`src/emb_dma_ram.sv`:
```
`timescale 1ns / 1ps
`default_nettype none
// ----------------------------------------------------------------------------
// emb_dma_ram
// Generic simple dual-port RAM: one write port, one read port, registered read.
// ----------------------------------------------------------------------------
module emb_dma_ram #(
    parameter int WIDTH = 8,
    parameter int DEPTH = 256
) (
    input  wire logic                     clk,
    input  wire logic                     we,
    input  wire logic [$clog2(DEPTH)-1:0] waddr,
    input  wire logic [WIDTH-1:0]         wdata,
    input  wire logic [$clog2(DEPTH)-1:0] raddr,
    output logic      [WIDTH-1:0]         rdata
);

    logic [WIDTH-1:0] mem [DEPTH];

    always_ff @(posedge clk)
    begin
        if (we)
        begin
            mem[waddr] <= wdata;
        end
        rdata <= mem[raddr];
    end

endmodule
`default_nettype wire

```
`config.mk`:
```
export PLATFORM = sky130hd
export DESIGN_NAME = emb_dma_ram
export DESIGN_NICKNAME = d
export VERILOG_FILES = /design/src/emb_dma_ram.sv
export SDC_FILE = /design/constraint.sdc
export NUM_CORES = 2
export LEC_CHECK = 0
export ABC_AREA = 1
export BUFFER_PORTS_ARGS = -buffer_cell sky130_fd_sc_hd__buf_2
export CORE_MARGIN = 3
export CORE_UTILIZATION = 45
export DETAILED_ROUTE_END_ITERATION = 12
export SLEW_MARGIN = 20
export SYNTH_ARGS = -nofsm -noshare
export SYNTH_HDL_FRONTEND = slang
export SYNTH_SLANG_ARGS = --single-unit
```
`constraint.sdc`:
```
create_clock -name clk -period 1.5 [get_ports clk]
set_input_delay 0.075 -clock clk [delete_from_list [all_inputs] [get_ports clk]]
set_output_delay 0.075 -clock clk [all_outputs]
set_load 0.005 [all_outputs]
```
# Word level (Yosys, flattened, before mapping)
# Memories as Yosys holds them, arrays and structs flattened. A register that Yosys moved wholly into a read port is not among the register bits.
# Cells that the tools add are included.
# Widths: inputs -> output; s select.
[word_totals] register_bits=0 mem_bits_rw=2048 output_inout_bits=8 word_cells=3 mem_count=1
[classes] mux=2
[memory_table] name="mem" words=256 width=8 read_ports=1 rd_ports_with_merged_regs=1 wr=1 line="19" rtl="logic [WIDTH-1:0] mem [DEPTH];"
[ops] operator="$mux 1" n=2

# Longest topological paths before layout
[depth] word_depth=2 depth_mapped=15

# Worst setup path before layout
# Ideal clock, no wire load.
[synth_timing] kind="in2reg" from="in we" to="mem mem[162][0] (enable)" setup_time_ns=0.370 t_arrival_ns=1.196 t_required_ns=1.130 setup_slack_ns=-0.066 cell_stages=4 n_path_buf=2 path_cell_list="clkbuf_1 nand3_1 clkbuf_1 nor2_1"
[synth_between] elab_chain_cells=2
[synth_lines] item="start: declaration" line="12" rtl="input wire logic we,"
[synth_lines] item="$mux 1" line="23" rtl="if (we)"
[synth_lines] item="$mux 1 (implied by the code)" line="25" rtl="mem[waddr] <= wdata;"
[synth_lines] item="end: declaration" line="19"
# No other way between the ends.

==> results.md <==
- Worst reg-to-reg setup slack: -8 ps
- Gr usage total: 0.2513
- Yosys reg bits: 2056
- Top-Level Pins: 34
- Asr flop ratio synth: 0
- Pwr Density: 1209 mW/mm^2
- Max cap viols: 0
- Violated checks: negative hold slack, negative setup slack
- Slew HR: 0.5426
- Sequential share of the synthesized area: 0.7394
- Primary FF master, synth: edfxtp_1
- Vias in the first global route: 55650
- Distinct cells, synth: 14
- Routed wire length per instance: 23.98 um
- Most frequent cell after synthesis: nand2_1
- Root Buffer: clkbuf_16
- Most frequent cells after synthesis: 2123 x nand2_1, 2048 x edfxtp_1, 2019 x nand3_1
- Final nets: 7538
- First-pass GRT wire length: 359700 um
- Status: complete, but fails checks
- Synth top area cells: edfxtp_1 74%, nand3_1 12%, nand2_1 9.6%
- Largest net degree at the start of global routing: 69
- Mux share of post-synthesis cell area: 0
- Final Max Tran Viols: 0
- Worst Path Max Fanout: 1
- Initial antenna violation count: 9
- Clock sinks: 2056
- Synthesized cell area: 0.08340 mm^2
- WP data required: 2220 ps
- Mean cell area of the mapped netlist: 11.91 um^2
- Crit path DAT: 2230 ps
- Startpoint Class: flip-flop
- Synth Area in Simple Gates: 0.2295
- Final Cycle Share: 1.005
- Final Core Density: 0.5492
- Number of fill cells in the layout: 15110
- TritonCTS buffer count: 206
- CTS tree: done
- Die W: 436.5 um
- Peak VDD IR: 1.175 mV
- Area leader, netlist: edfxtp_1
- # port buffers: 33
- Compound-gate portion of the synthesized area: 0
- Worst-Margin Slew: 685.3 ps
- Die Y: 436.5 um
- Hold Buf Count CTS: 10
- Routed wire length: 243600 um
- Pwr Total: 121.9 mW
- CTS HTree Levels: 4
- Worst-skew pair later-pin latency: 840 ps
- Post-Synth Adder-Cell Area: 0
- Via-to-Cell Ratio: 5.637
- Xor/xnor share of the synthesized area: 0
- Hold crit path type: in -> reg
- WHS: -348.9 ps
- Drt pass-1 iters: 6
- Final Hold Vio Count: 8
- Yosys top cell area share: 0.7374
- Layout cells sized above 1: 0.1848
- Placed cell area: 0.09213 mm^2
- Initial DRC count: 6433
- Total grt overflow: 0
- Period minus WS final: 1508 ps
- Fmax: 663.2 MHz
- Reg clk slew, reported paths: 60 ps
- Syn Inst Count: 7003
- Clk buf depth: 3
- Area growth from synthesis to layout: 20.96%
- CP Capture Type: flip-flop
- Gpl congestion: 0.9210
- Setup violators final: 3
- Yosys warns: 0
- Worst clock skew: 32.47 ps
- Number of remaining DRC errors: 0
- PnR worst setup slack: -7.955 ps
- Post-Layout Inst Area: 0.1009 mm^2
- Setup CP Type: reg -> reg
- Syn Nets: 7029
- Row Count: 157
- Post-synth EDFFs: 2048
- Pre-CTS WS: -944.4 ps
- Largest family of logic cells by synthesized area: simple AND/OR/NAND/NOR gates
- DP HPWL: 155300 um
- P_leak: 36.25 nW
- Number of routed nets with antenna violations: 0
- Die area: 0.1905 mm^2
- Unrepaired setup endpoints after global routing: yes
- Initial core utilization: 0.4541
- Core area: 0.1837 mm^2
- DR vias: 57260
-- cell type report --
class | instances | area, um^2 | area share
well taps | 2464 | 3083 | 0.03056
inverters | 39 | 180.2 | 0.001786
repair buffers | 784 | 8148 | 0.08077
flip-flops and latches | 2056 | 61670 | 0.6114
diodes | 10 | 25.02 | 0.0002481
multi-input cells | 4425 | 21340 | 0.2116
clock buffers | 256 | 5405 | 0.05358
clock inverters | 123 | 1017 | 0.01008
-- layer usage --
| layer | GRT usage | part of all wire | vias to the layer above |
|---|---|---|---|
| li1 | - | - | 25910 |
| met4 | 0.1083 | 0.045 | 0 |
| met1 | 0.3421 | 0.41 | 28300 |
| met2 | 0.3981 | 0.47 | 2530 |
| met3 | 0.04503 | 0.081 | 513 |
| met5 | 0 | 0 | - |
-- through the flow --
| step | std cells | setup TNS (ps) |
|---|---|---|
| 6_report | 10160 | -21.69 |
| 5_1_grt | 10160 | -433.7 |
| 4_1_cts | 10150 | -165.0 |
| 3_5_place_dp | 9759 | -24030 |
| 3_3_place_gp | 9759 | -20360 |
| 2_1_floorplan | 7003 | -14130 |
-- final timing paths --
kind | depth (start not counted) | from | end
setup / recovery | 10 | mem[6][1] | rdata[1]
hold / removal | 3 | raddr[7] | rdata[7]
setup reg to reg | 10 | mem[6][1] | rdata[1]
hold reg to reg | 10 | mem[144][4] | rdata[4]
-- flip-flops by register name, summed over array words and instances, names as in the netlist --
signal / cells
mem: 2048
rdata: 8
-- worst max-delay path, cell delays in order (launching register included) --
cell and delay, ps:
edfxtp_1 370, nand2_1 80, nand3_1 80, nand3_2 120
nand3_1 120, nand3_2 150, nand3_1 150, nand3_2 110
nand2_2 60, nand2_2 110, nand2_1 60
-- cell usage in the layout (no fill, tap or decap), types with 3 or more instances in the layout --
cell type      Yosys  final
nand2_2            0     26
clkinvlp_4         0      7
dfxtp_4            0      3
clkbuf_16          0    208
clkinv_8           0      7
buf_8              1     11
nand3_2            0    261
nor2_1           283    283
clkbuf_1         112     46
buf_6             16      4
diode_2            0     10
buf_4             46    564
dlygate4sd3_1      0     10
nand2_4            0      3
edfxtp_1        2048   2048
dfxtp_1            8      3
clkinv_1           0     52
nand2_1         2123   2094
bufinv_16          0     13
nand3_4            0     65
clkinv_2           0     38
buf_12             0    175
inv_1             36     34
buf_2            268     20
nand3_1         2019   1693
inv_16             0      3
-- where the power goes --
group / leakage (nW) / total [mW] / switching [mW] / internal [mW]
registers: 18.5 / 63.4 / 0.0724 / 63.3
clock network: 3.13 / 49.4 / 21.7 / 27.7
logic: 14.6 / 9.17 / 6.26 / 2.90
total: 36.3 / 122 / 28.0 / 94.0
-- cell families (layout without fill, tap and decap cells) --
logic type | after synthesis | count (layout)
buffers and inverters | 522 | 1202
and+or+nand+nor | 4425 | 4425
DFF | 2056 | 2056
other | 0 | 10
-- what timing repair did --
item                                     CTS  global route
endpoints found under the hold margin   2057             8
resized for setup                        173           248
pin swaps                                 23           100
gates cloned                               0             0
setup buffers                              0             0
endpoints found under the setup margin    13             8
Power figures use the tool's default switching activity.
